$ cat src/sv/tsd_pkg.sv
// ---------------------------------------------------------------------------
// tsd_pkg
// Shared types and constants for the touch select dimmer.
// ---------------------------------------------------------------------------
package tsd_pkg;

  localparam int unsigned CHANNELS = 4;
  localparam int unsigned DATA_W   = 16;
  localparam int unsigned CH_W     = 2;
  localparam int unsigned CHOSEN_W = 3;
  localparam int unsigned CFG_IDX_W = 3;

  // Chosen-channel code when no channel is above its threshold
  localparam logic [CHOSEN_W-1:0] CHOSEN_NONE = CHOSEN_W'(CHANNELS);

  // Configuration reset values
  localparam logic [DATA_W-1:0] OFFSET_RESET = 16'd20;
  localparam logic [DATA_W-1:0] STEP_RESET   = 16'd100;
  localparam logic [DATA_W-1:0] LEVEL_RESET [CHANNELS] = '{
    16'hFFFF, 16'((32'hFFFF / 3) * 2), 16'(32'hFFFF / 3), 16'h0000
  };

  typedef enum logic [CFG_IDX_W-1:0] {
    REG_OFFSET = 3'd0,
    REG_STEP   = 3'd1,
    REG_LEVEL0 = 3'd2,
    REG_LEVEL1 = 3'd3,
    REG_LEVEL2 = 3'd4,
    REG_LEVEL3 = 3'd5
  } tsd_reg_e;

  typedef enum logic [2:0] {
    S_IDLE,
    S_ACC,
    S_SEL,
    S_RAMP,
    S_MUL0,
    S_MUL1,
    S_MUL2,
    S_OUT
  } tsd_state_e;

  typedef struct packed {
    logic [DATA_W-1:0] channel0_signal;
    logic [DATA_W-1:0] channel1_signal;
    logic [DATA_W-1:0] channel2_signal;
    logic [DATA_W-1:0] channel3_signal;
  } tsd_in_t;

  typedef struct packed {
    logic [DATA_W-1:0]   pwm_compare;
    logic [DATA_W-1:0]   duty_now;
    logic [CHOSEN_W-1:0] chosen_channel;
    logic                recalibrated;
  } tsd_out_t;

  typedef struct packed {
    logic load_in;
    logic accum;
    logic select;
    logic ramp;
    logic mul_en;
    logic mul_use_duty;
    logic mul_to_cmp;
    logic load_out;
  } tsd_cmd_t;

  typedef struct packed {
    logic out_stall;
  } tsd_status_t;

endpackage

$ cat src/sv/tsd_ctrl.sv
// ---------------------------------------------------------------------------
// tsd_ctrl
// Sequencer: steps one measurement through accumulate, select, ramp,
// three multiplies and output load.
// ---------------------------------------------------------------------------
module tsd_ctrl import tsd_pkg::*; (
  input  logic        clk_i,
  input  logic        rst_ni,
  input  logic        in_valid_i,
  output logic        in_ready_o,
  input  tsd_status_t status_i,
  output tsd_cmd_t    cmd_o
);

  tsd_state_e state_q, state_d;

  always_ff @(posedge clk_i or negedge rst_ni) begin
    if (!rst_ni) begin
      state_q <= S_IDLE;
    end else begin
      state_q <= state_d;
    end
  end

  always_comb begin
    state_d    = state_q;
    cmd_o      = '0;
    in_ready_o = 1'b0;
    case (state_q)
      S_IDLE: begin
        in_ready_o    = 1'b1;
        cmd_o.load_in = in_valid_i;
        if (in_valid_i) begin
          state_d = S_ACC;
        end
      end
      S_ACC: begin
        cmd_o.accum = 1'b1;
        state_d     = S_SEL;
      end
      S_SEL: begin
        cmd_o.select = 1'b1;
        state_d      = S_RAMP;
      end
      S_RAMP: begin
        cmd_o.ramp = 1'b1;
        state_d    = S_MUL0;
      end
      S_MUL0: begin
        cmd_o.mul_en       = 1'b1;
        cmd_o.mul_use_duty = 1'b1;
        state_d            = S_MUL1;
      end
      S_MUL1: begin
        cmd_o.mul_en = 1'b1;
        state_d      = S_MUL2;
      end
      S_MUL2: begin
        cmd_o.mul_en     = 1'b1;
        cmd_o.mul_to_cmp = 1'b1;
        state_d          = S_OUT;
      end
      S_OUT: begin
        // hold until the output register can take the result
        if (!status_i.out_stall) begin
          cmd_o.load_out = 1'b1;
          state_d        = S_IDLE;
        end
      end
      default: begin
        state_d = S_IDLE;
      end
    endcase
  end

  a_load_not_stalled: assert property (@(posedge clk_i) disable iff (!rst_ni)
    cmd_o.load_out |-> !status_i.out_stall)
    else $error("result loaded over a stalled result");

  a_accept_starts: assert property (@(posedge clk_i) disable iff (!rst_ni)
    in_valid_i && in_ready_o |=> state_q == S_ACC)
    else $error("accepted item did not start accumulation");

  a_mul_chain: assert property (@(posedge clk_i) disable iff (!rst_ni)
    cmd_o.mul_to_cmp |-> $past(cmd_o.mul_en) && !$past(cmd_o.mul_to_cmp))
    else $error("compare written without preceding multiply");

endmodule

$ cat src/sv/tsd_dp.sv
// ---------------------------------------------------------------------------
// tsd_dp
// Datapath: window sums, thresholds, channel selection, duty ramp,
// shared 16x16 multiplier for duty^4, and the output register.
// ---------------------------------------------------------------------------
module tsd_dp import tsd_pkg::*; #(
  parameter int unsigned WINDOW_LOG2 = 8
) (
  input  logic                 clk_i,
  input  logic                 rst_ni,
  input  tsd_cmd_t             cmd_i,
  output tsd_status_t          status_o,
  input  tsd_in_t              in_data_i,
  input  logic                 cfg_we_i,
  input  logic [CFG_IDX_W-1:0] cfg_idx_i,
  input  logic [DATA_W-1:0]    cfg_data_i,
  output logic                 out_valid_o,
  input  logic                 out_ready_i,
  output tsd_out_t             out_data_o
);

  localparam int unsigned SUM_W = DATA_W + WINDOW_LOG2;

  // configuration
  logic [DATA_W-1:0] offset_q, step_q;
  logic [DATA_W-1:0] levels_q [CHANNELS];

  // state
  logic [SUM_W-1:0]       sums_q   [CHANNELS];
  logic [DATA_W-1:0]      thresh_q [CHANNELS];
  logic [WINDOW_LOG2-1:0] count_q;
  logic [DATA_W-1:0]      duty_q, target_q, cmp_q;

  // per-item working registers
  logic [DATA_W-1:0]   sig_q [CHANNELS];
  logic [DATA_W-1:0]   prod_q;
  logic [CHOSEN_W-1:0] chosen_q;
  logic                recal_q;

  logic                 out_valid_q;
  tsd_out_t             out_q;

  // -------------------------------------------------------------------------
  // Configuration writes
  // -------------------------------------------------------------------------
  always_ff @(posedge clk_i or negedge rst_ni) begin
    if (!rst_ni) begin
      offset_q <= OFFSET_RESET;
      step_q   <= STEP_RESET;
      for (int i = 0; i < CHANNELS; i++) begin
        levels_q[i] <= LEVEL_RESET[i];
      end
    end else if (cfg_we_i) begin
      case (tsd_reg_e'(cfg_idx_i))
        REG_OFFSET: offset_q    <= cfg_data_i;
        REG_STEP:   step_q      <= cfg_data_i;
        REG_LEVEL0: levels_q[0] <= cfg_data_i;
        REG_LEVEL1: levels_q[1] <= cfg_data_i;
        REG_LEVEL2: levels_q[2] <= cfg_data_i;
        REG_LEVEL3: levels_q[3] <= cfg_data_i;
        default: ;
      endcase
    end
  end

  // -------------------------------------------------------------------------
  // Input capture
  // -------------------------------------------------------------------------
  always_ff @(posedge clk_i) begin
    if (cmd_i.load_in) begin
      sig_q[0] <= in_data_i.channel0_signal;
      sig_q[1] <= in_data_i.channel1_signal;
      sig_q[2] <= in_data_i.channel2_signal;
      sig_q[3] <= in_data_i.channel3_signal;
    end
  end

  // -------------------------------------------------------------------------
  // Window accumulation and threshold refresh
  // -------------------------------------------------------------------------
  logic [SUM_W-1:0]  sum_add [CHANNELS];
  logic [DATA_W:0]   th_raw  [CHANNELS];
  logic [DATA_W-1:0] th_sat  [CHANNELS];
  logic              window_last;

  assign window_last = (count_q == {WINDOW_LOG2{1'b1}});

  always_comb begin
    for (int i = 0; i < CHANNELS; i++) begin
      sum_add[i] = sums_q[i] + SUM_W'(sig_q[i]);
      th_raw[i]  = {1'b0, sum_add[i][SUM_W-1:WINDOW_LOG2]} + {1'b0, offset_q};
      th_sat[i]  = th_raw[i][DATA_W] ? {DATA_W{1'b1}} : th_raw[i][DATA_W-1:0];
    end
  end

  always_ff @(posedge clk_i or negedge rst_ni) begin
    if (!rst_ni) begin
      count_q <= '0;
      recal_q <= 1'b0;
      for (int i = 0; i < CHANNELS; i++) begin
        sums_q[i]   <= '0;
        thresh_q[i] <= '0;
      end
    end else if (cmd_i.accum) begin
      recal_q <= window_last;
      count_q <= window_last ? '0 : count_q + 1'b1;
      for (int i = 0; i < CHANNELS; i++) begin
        sums_q[i] <= window_last ? '0 : sum_add[i];
        if (window_last) begin
          thresh_q[i] <= th_sat[i];
        end
      end
    end
  end

  // -------------------------------------------------------------------------
  // Selection: largest positive excess, first channel wins ties
  // -------------------------------------------------------------------------
  logic [DATA_W-1:0]   best;
  logic [DATA_W-1:0]   diff;
  logic [CHOSEN_W-1:0] chosen;

  always_comb begin
    best   = '0;
    chosen = CHOSEN_NONE;
    for (int i = 0; i < CHANNELS; i++) begin
      diff = (sig_q[i] > thresh_q[i]) ? sig_q[i] - thresh_q[i] : '0;
      if (diff > best) begin
        best   = diff;
        chosen = CHOSEN_W'(i);
      end
    end
  end

  // -------------------------------------------------------------------------
  // Target, ramp and duty^4
  // -------------------------------------------------------------------------
  logic [DATA_W-1:0] duty_gap;
  logic [DATA_W:0]   step2;
  logic [DATA_W-1:0] duty_next;
  logic [DATA_W-1:0] mul_a;
  logic [2*DATA_W-1:0] product;

  always_comb begin
    duty_gap = (duty_q > target_q) ? duty_q - target_q : target_q - duty_q;
    step2    = {step_q, 1'b0};
    if ({1'b0, duty_gap} < step2) begin
      duty_next = target_q;
    end else if (duty_q > target_q) begin
      duty_next = duty_q - step_q;
    end else begin
      duty_next = duty_q + step_q;
    end
    mul_a   = cmd_i.mul_use_duty ? duty_q : prod_q;
    product = mul_a * duty_q;
  end

  always_ff @(posedge clk_i or negedge rst_ni) begin
    if (!rst_ni) begin
      target_q <= '0;
      duty_q   <= '0;
      cmp_q    <= '0;
    end else begin
      if (cmd_i.select && chosen != CHOSEN_NONE) begin
        target_q <= levels_q[chosen[CH_W-1:0]];
      end
      if (cmd_i.ramp) begin
        duty_q <= duty_next;
      end
      if (cmd_i.mul_en && cmd_i.mul_to_cmp) begin
        cmp_q <= product[2*DATA_W-1:DATA_W];
      end
    end
  end

  always_ff @(posedge clk_i) begin
    if (cmd_i.select) begin
      chosen_q <= chosen;
    end
    if (cmd_i.mul_en && !cmd_i.mul_to_cmp) begin
      prod_q <= product[2*DATA_W-1:DATA_W];
    end
  end

  // -------------------------------------------------------------------------
  // Output register
  // -------------------------------------------------------------------------
  assign status_o.out_stall = out_valid_q && !out_ready_i;

  always_ff @(posedge clk_i or negedge rst_ni) begin
    if (!rst_ni) begin
      out_valid_q <= 1'b0;
    end else if (cmd_i.load_out) begin
      out_valid_q <= 1'b1;
    end else if (out_ready_i) begin
      out_valid_q <= 1'b0;
    end
  end

  always_ff @(posedge clk_i) begin
    if (cmd_i.load_out) begin
      out_q.pwm_compare    <= cmp_q;
      out_q.duty_now       <= duty_q;
      out_q.chosen_channel <= chosen_q;
      out_q.recalibrated   <= recal_q;
    end
  end

  assign out_valid_o = out_valid_q;
  assign out_data_o  = out_q;

  a_window_wrap: assert property (@(posedge clk_i) disable iff (!rst_ni)
    cmd_i.accum && window_last |=> count_q == '0 && recal_q)
    else $error("window did not wrap on its last sample");

  a_ramp_down_no_overshoot: assert property (@(posedge clk_i) disable iff (!rst_ni)
    cmd_i.ramp && duty_q >= target_q |=> duty_q >= target_q)
    else $error("duty ramped below target");

  a_ramp_up_no_overshoot: assert property (@(posedge clk_i) disable iff (!rst_ni)
    cmd_i.ramp && duty_q <= target_q |=> duty_q <= target_q)
    else $error("duty ramped above target");

endmodule

$ cat src/sv/touch_select_dimmer.sv
// ---------------------------------------------------------------------------
// touch_select_dimmer
// Capacitive four-button selector driving a ramped, fourth-power dimmer.
// ---------------------------------------------------------------------------
// Usage:
//   Input channel: in_valid_i / in_ready_o, one transfer per finished
//   four-channel measurement (in_data_i). Output channel: out_valid_o /
//   out_ready_i, exactly one result transfer per measurement (out_data_o).
//   Configuration: cfg_we_i writes cfg_data_i into register cfg_idx_i
//   (0 offset, 1 ramp step, 2..5 channel levels) in the same cycle; write
//   only while no measurement is in flight. Other indexes are dropped.
//   The result is loaded into the output register once the sequencer has
//   stepped accumulate, select, ramp and three passes of the shared 16x16
//   multiplier (duty^4); a new measurement is accepted only after that
//   output load, so measurements are processed one at a time.
//   The output register decouples the sides: the next measurement is taken
//   while a result still waits; if the receiver stalls, the sequencer holds
//   the following result until the output register frees.
//   Reset (rst_ni low, asynchronous) restores the configuration defaults and
//   clears sums, thresholds, window count, duty, target and compare value.
// ---------------------------------------------------------------------------
module touch_select_dimmer import tsd_pkg::*; #(
  parameter int unsigned WINDOW_LOG2 = 8
) (
  input  logic                 clk_i,
  input  logic                 rst_ni,
  input  logic                 in_valid_i,
  output logic                 in_ready_o,
  input  tsd_in_t              in_data_i,
  output logic                 out_valid_o,
  input  logic                 out_ready_i,
  output tsd_out_t             out_data_o,
  input  logic                 cfg_we_i,
  input  logic [CFG_IDX_W-1:0] cfg_idx_i,
  input  logic [DATA_W-1:0]    cfg_data_i
);

  // command and status between the sequencer and the datapath
  tsd_cmd_t    cmd;
  tsd_status_t status;

  tsd_ctrl u_ctrl (
    .clk_i      (clk_i),
    .rst_ni     (rst_ni),
    .in_valid_i (in_valid_i),
    .in_ready_o (in_ready_o),
    .status_i   (status),
    .cmd_o      (cmd)
  );

  // datapath holds all per-item state plus the output register
  tsd_dp #(
    .WINDOW_LOG2 (WINDOW_LOG2)
  ) u_dp (
    .clk_i       (clk_i),
    .rst_ni      (rst_ni),
    .cmd_i       (cmd),
    .status_o    (status),
    .in_data_i   (in_data_i),
    .cfg_we_i    (cfg_we_i),
    .cfg_idx_i   (cfg_idx_i),
    .cfg_data_i  (cfg_data_i),
    .out_valid_o (out_valid_o),
    .out_ready_i (out_ready_i),
    .out_data_o  (out_data_o)
  );

endmodule
$ cat config.mk
export PLATFORM = sky130hd
export DESIGN_NAME = touch_select_dimmer
export DESIGN_NICKNAME = d
export VERILOG_FILES = /design/src/sv/tsd_pkg.sv /design/src/sv/tsd_ctrl.sv /design/src/sv/tsd_dp.sv /design/src/sv/touch_select_dimmer.sv
export SDC_FILE = /design/constraint.sdc
export NUM_CORES = 2
export LEC_CHECK = 0
export ABC_CLOCK_PERIOD_IN_PS = 13390
export BUFFER_PORTS_ARGS = -buffer_cell sky130_fd_sc_hd__buf_2
export CAP_MARGIN = 20
export CORE_UTILIZATION = 31
export DETAILED_ROUTE_END_ITERATION = 10
export GPL_TIMING_DRIVEN = 0
export HOLD_SLACK_MARGIN = 0.1
export PLACE_DENSITY = 0.5
export SYNTH_ARGS = -nofsm -noshare
export SYNTH_HDL_FRONTEND = slang
export SYNTH_SLANG_ARGS = --single-unit
$ cat constraint.sdc
create_clock -name clk_i -period 13.39 [get_ports clk_i]
set_input_delay 1.339 -clock clk_i [delete_from_list [all_inputs] [get_ports clk_i]]
set_output_delay 1.339 -clock clk_i [all_outputs]
set_load 0.05 [all_outputs]
# [Word level (Yosys, flattened, before mapping)]
# Memory sizes are Yosys's and may differ from the RTL's.
# Index checks and enable logic that the tools add are counted.
[op_classes] eq_ne=16 muxes=44 n_lt_le_gt_ge=11 n_reduce_logical=18 addsub=17 n_bitwise=1 multipliers=1
[op_table] operator="$mux W16" n=17
[op_table] operator="$gt A16 B16 Y1" n=8
[op_table] operator="$sub A16 B16 Y16" n=7
[op_table] operator="$add A24 B16 Y24" n=4
[op_table] operator="$mux W24" n=4
[op_table] operator="$add A16 B16 Y17" n=4
[op_table] operator="$bmux W16 S2" n=1
[op_table] operator="$mul A16 B16 Y32" n=1
[op_table] operator="$pmux W3 S8" n=1
[op_table] operator="$eq A3 B3 Y1 const B" n=6
[op_table] operator="$mux W3" n=6
[op_table] operator="$lt A16 B17 Y1" n=1
[op_table] operator="$add A16 B16 Y16" n=1
[op_table] operator="$gt A16 B1 Y1 const B" n=1
[op_table] operator="$reduce_and A2 Y1" n=8
[op_table] operator="$mux W1" n=14
[op_table] operator="$eq A3 B2 Y1 const B" n=4
[op_table] operator="$add A8 B1 Y8 const B" n=1
[op_table] operator="$eq A8 B8 Y1 const B" n=1
[op_table] operator="$mux W8" n=1
[op_table] operator="$eq A3 B1 Y1 const B" n=2
[op_table] operator="$logic_not A3 Y1" n=2
[op_table] operator="$logic_and A1 B1 Y1" n=4
[op_table] operator="$ne A2 B2 Y1 const B" n=2
[op_table] operator="6 further kinds" n=7
[totals] out_inout_bits=38 elab_cells=136 memories=1 ramBits=64 in_bits=88 register_bits=372
[memory_table] name="u_dp.sig_q" words=4 width=16 read_ports=4 rd_clocked_by_memory_dff=0 wr=4 line="tsd_dp.sv:35" rtl="logic [DATA_W-1:0] sig_q [CHANNELS];"

# [Longest topological paths before layout]
# An unclocked memory read counts as a cell.
[depth] word_depth=15 mapped_depth=46 ltp_nobuf=40

# [Cells and area by module]
# A second synthesis with hierarchy kept.
[hier_totals] cells_unflattened=3926 hier_area_um2=37648.6
[by_module_without_submodules] mod="tsd_dp" area_each_um2=37392.1 n_inst=1 cells_per_inst=3899 seq_area_each_um2=11477.3
[by_module_without_submodules] mod="tsd_ctrl" area_each_um2=256.5 n_inst=1 cells_per_inst=27 seq_area_each_um2=75.1

# [Least setup slack after synthesis]
# Ideal clock, no wire load.
[synth_path] kind="register to register" from="memory u_dp.sig_q[1][0]" to="register u_dp.target_q[10]" setup_ns=0.079 path_slack_ns=4.432 synth_period_minus_slack_ns=8.958 t_arrival_ns=8.878 n_path_buf=8 required_ns=13.311 path_stages_with_launch=44 path_cell_list="edfxtp_1 > inv_1 > ha_1 > inv_1 > fa_1 > a21oi_1 > o21bai_1 > nor4_1 > o31ai_1 > a2111o_1 > nand2_1 > clkbuf_1 > nor2_1 > ha_1 > or3_1 > a221oi_1 > o21ai_1 > a31oi_1 > [8 not listed] > nor4_1 > a41oi_1 > o21ai_1 > clkbuf_1 > buf_1 > mux2i_1 > ha_1 > a21oi_1 > o21ai_0 > a221oi_1 > a21oi_1 > inv_1 > nand3_1 > or4_4 > a21boi_2 > buf_6 > buf_12 > mux2i_1"
[synth_rtl] item="start, declared" line="tsd_dp.sv:35"
[synth_rtl] item="end signal, assigned" line="tsd_dp.sv:165" rtl="target_q <= levels_q[chosen[CH_W-1:0]];"
[synth_rtl] item="end, declared" line="tsd_dp.sv:32" rtl="logic [DATA_W-1:0] duty_q, target_q, cmp_q;"

==> tab_implementation.tex <==
\begin{tabular}{lr}
\hline
Metric & Value \\
\hline
\multicolumn{2}{l}{\textbf{Setup path}} \\
\quad Buffering stage count on the worst path with inverters included & 11 \\
\quad Critical path required time & approximately 14000 ps \\
\quad Critical path type & reg2reg \\
\quad Maximum cell stage delay along the critical path & between 700 and 800 ps \\
\quad Critical Path Stages & 42 \\
\quad Startpoint type of the worst setup path & flop \\
\quad Maximum fanout along the worst path & 10 \\
\quad Critical path capture point type & flop \\
\quad Arrival time of the worst setup path & approximately 13000 ps \\
\quad Highest-delay cell along the critical path & sky130\_fd\_sc\_hd\_\_a21oi\_1 \\
\quad Largest delay share family, worst path & compound AO/OA/AOI/OAI gates \\
\quad Depth of the most critical reg-to-reg path & 42 \\
\multicolumn{2}{l}{\textbf{Drt}} \\
\quad Routed via count divided by cell count & around 5.1 \\
\quad Vias after detailed routing & about 30000 \\
\quad Post-route DRC & 0 \\
\quad Drt first pass iters & 5 \\
\quad DRT antenna net count & 0 \\
\quad Total wirelength of the detailed-routed design & approximately 120 mm \\
\quad Number of design-rule violations left by the first detailed-router iteration & roughly 1800 \\
\quad Routed len/inst & $\sim$20 um \\
\multicolumn{2}{l}{\textbf{Placement}} \\
\quad DP HPWL & about 95 mm \\
\quad Final weighted congestion in routability-driven placement & about 0.9 \\
\quad Input/output buffers & roughly 120 \\
\multicolumn{2}{l}{\textbf{Logic synthesis}} \\
\quad Post-synthesis instance total & roughly 4000 \\
\quad Synthesized net count & between 4000 and 5000 \\
\quad Sequential fraction of the synthesis area & approximately 30\% \\
\quad Flip-flop and latch count after synthesis & 436 \\
\quad Async set-reset flop share out of synthesis & around 73\% \\
\quad Number of enable flip-flop cells after synthesis & $\sim$120 \\
\quad Count of unique library cells instantiated by Yosys & 84 \\
\quad Main flop type after synthesis & sky130\_fd\_sc\_hd\_\_dfrtp\_1 \\
\quad Area of the mapped netlist & $\sim$38000 um\^{}2 \\
\quad Mean instance size in the synthesized netlist & between 9 and 10 um\^{}2 \\
\quad Number of synthesis warnings & 0 \\
\multicolumn{2}{l}{\textbf{Clock network}} \\
\quad Clock latency of the later-clocked register in the worst-skew pair & about 670 ps \\
\quad Buffers from clock root to sink, at most & 3 \\
\quad Number of cells upsized or downsized after cts & 0 \\
\quad Clk Tree Root Cell & sky130\_fd\_sc\_hd\_\_clkbuf\_16 \\
\quad CTS tree & done \\
\quad Buffer count from post-CTS setup fixing & 0 \\
\quad Number of buffers added by the clock tree synthesis step & 54 \\
\quad H-Tree Level Count & 2 \\
\quad Number of buffers inserted by hold repair at cts & 0 \\
\quad Clock transition at path regs & 60 ps \\
\quad Number of clock sinks & 436 \\
\multicolumn{2}{l}{\textbf{Cells and area}} \\
\quad Area growth, synth to finish & 12.11\% \\
\quad Final nets & just under 5000 \\
\quad Fraction of final layout cells with drive strength greater than 1 & 9.534\% \\
\quad Antenna diodes & 0 \\
\quad Filler cells & 12490 \\
\multicolumn{2}{l}{\textbf{Outcome}} \\
\quad Run status & completed \\
\multicolumn{2}{l}{\textbf{STA}} \\
\quad Max-slew violations & 0 \\
\quad Setup repair after global routing missed its margin & no \\
\quad Tcrit/Tclk final & between 90 and 100\% \\
\quad Total Neg Setup Slack & 0 ps \\
\quad Final critical-path required period & 12290 ps \\
\quad Number of setup violations in the final report & 0 \\
\quad Worst Clk Skew & 39.97 ps \\
\quad Max-slew headroom & about a quarter \\
\quad Total count of hold-check failures in the final report & 0 \\
\quad Max Clock Freq & a little over 80 MHz \\
\quad Worst slew pin tran & approximately 1100 ps \\
\multicolumn{2}{l}{\textbf{GRT}} \\
\quad Antenna violations before repair & 5 \\
\quad GR Overflow Total & 0 \\
\quad Global-route wire length before repair & 180.7 mm \\
\quad Largest net degree at the start of global routing & 102 \\
\quad Number of global-route vias before repair & between 20000 and 30000 \\
\quad Gr usage total & 19.24\% \\
\multicolumn{2}{l}{\textbf{Die}} \\
\quad Die outline width & 351.3 um \\
\quad Standard-cell row count & 127 \\
\quad Number of top-level pins & around 130 \\
\quad Area inside the core boundary & around 120000 um\^{}2 \\
\quad Full die area & about 120000 um\^{}2 \\
\quad Initial core utilization & 31.40\% \\
\quad Die Span Y & roughly 350 um \\
\multicolumn{2}{l}{\textbf{Flow run}} \\
\quad Max cap viols & 0 \\
\multicolumn{2}{l}{\textbf{Min path}} \\
\quad Min-Delay Path Depth & 0 \\
\quad Tightest Hold Check Type & reg2reg \\
\hline
\end{tabular}
per-layer routing:
metal	share of wire [%]	vias to the layer above	track usage [%]
li1	-	14420	-
met2	47	623	32.34
met4	2.2	0	4.268
met3	3.8	132	1.771
met5	0	-	0
met1	47	14690	26.65
cell usage in the layout, fill, tap and decap left out, types with 30 or more instances in the layout:
master and count:
sky130_fd_sc_hd__nor3_1 72, sky130_fd_sc_hd__a211oi_1 40, sky130_fd_sc_hd__a31oi_1 36, sky130_fd_sc_hd__ha_1 407, sky130_fd_sc_hd__nand4_1 35, sky130_fd_sc_hd__and2_1 73
sky130_fd_sc_hd__edfxtp_1 119, sky130_fd_sc_hd__xnor2_1 146, sky130_fd_sc_hd__nor2_1 274, sky130_fd_sc_hd__o21a_1 44, sky130_fd_sc_hd__a22oi_1 44, sky130_fd_sc_hd__fa_1 208
sky130_fd_sc_hd__a21oi_1 203, sky130_fd_sc_hd__nand2_1 402, sky130_fd_sc_hd__nand3_1 62, sky130_fd_sc_hd__nand2b_1 30, sky130_fd_sc_hd__xor2_1 83, sky130_fd_sc_hd__mux2_2 105
sky130_fd_sc_hd__and3_1 31, sky130_fd_sc_hd__dfstp_2 37, sky130_fd_sc_hd__dfrtp_1 280, sky130_fd_sc_hd__inv_1 414, sky130_fd_sc_hd__nor2b_1 34, sky130_fd_sc_hd__o21ai_0 206
sky130_fd_sc_hd__mux2i_1 61, sky130_fd_sc_hd__clkbuf_16 55, sky130_fd_sc_hd__buf_2 134, sky130_fd_sc_hd__a21o_1 85, sky130_fd_sc_hd__clkbuf_1 139, sky130_fd_sc_hd__a22o_1 38
cell type report:
cell class	count	area, um^2	area share (%)
Buffer	140	566.8	1.337
Clock inverter	27	259.0	0.6108
Sequential cell	436	11550	27.25
Inverter	414	1554	3.665
Timing Repair Buffer	134	790.8	1.865
Tap cell	1612	2017	4.757
Multi-Input combinational cell	3022	24160	56.98
Clock buffer	75	1501	3.541
cells in the mapped netlist (61+ instances only):
cell type                    n  share of area [%]
sky130_fd_sc_hd__o21ai_0   206                2.7
sky130_fd_sc_hd__fa_1      208                 11
sky130_fd_sc_hd__mux2i_1    61                1.6
sky130_fd_sc_hd__xnor2_1   146                3.4
sky130_fd_sc_hd__mux2_2    105                3.1
sky130_fd_sc_hd__xor2_1     83                1.9
sky130_fd_sc_hd__dfrtp_1   280                 19
sky130_fd_sc_hd__nor2_1    276                2.7
sky130_fd_sc_hd__nand3_1    62               0.82
sky130_fd_sc_hd__ha_1      407                 13
sky130_fd_sc_hd__nor3_1     72               0.95
sky130_fd_sc_hd__clkbuf_1  124                1.2
sky130_fd_sc_hd__nand2_1   402                4.0
sky130_fd_sc_hd__edfxtp_1  119                9.4
sky130_fd_sc_hd__and2_1     74                1.2
sky130_fd_sc_hd__a21oi_1   203                2.7
sky130_fd_sc_hd__inv_1     414                4.1
sky130_fd_sc_hd__a21o_1     85                1.7
worst paths after layout:
check	from	to	slack, ps
max	u_dp.sig_q[0][0]	u_dp.target_q[12]	1100
min	u_dp.chosen_q[2]	u_dp.out_data_o[3]	430
max reg2reg	u_dp.sig_q[0][0]	u_dp.target_q[12]	1100
min reg2reg	u_dp.chosen_q[2]	u_dp.out_data_o[3]	430
max in group asynchronous	rst_ni	u_dp.step_q[2]	10970
min in group asynchronous	rst_ni	u_dp.sums_q[82]	610
flip-flops by register name, summed over array words and instances (netlist names), 36 cells and up:
name and count:
u_dp.sums_q 96, u_dp.levels_q 64, u_dp.sig_q 64, u_dp.thresh_q 64, u_dp.out_data_o 36
cell families after synthesis:
group	share of synthesized area (%)
muxes	4.771
DFF	30.55
AOI/OAI and AO/OA	15.95
xor gates and xnor gates	5.303
buffers and inverters	5.608
adders and majority gates	24.47
and+or+nand+nor	13.35
metrics by stage:
stage / area [um^2] / std cells / setup WS, ps / hold WS (ps) / utilization, %
final: 42400 / 5860 / 1105 / 427.3 / 35.20
after CTS: 42400 / 5859 / 1216 / 428.9 / 35.20
after global routing: 42400 / 5860 / 332.1 / 428.8 / 35.20
after global placement: 40450 / 5747 / 1170 / 405.1 / 33.59
after floorplan: 37820 / 4012 / 4432 / 400.3 / -
after detailed placement: 40640 / 5757 / 1282 / 411.9 / 33.74
Power is left out: the tool's default activity adds up to more than one toggle a clock period on the data nets, which glitch-free logic cannot reach.
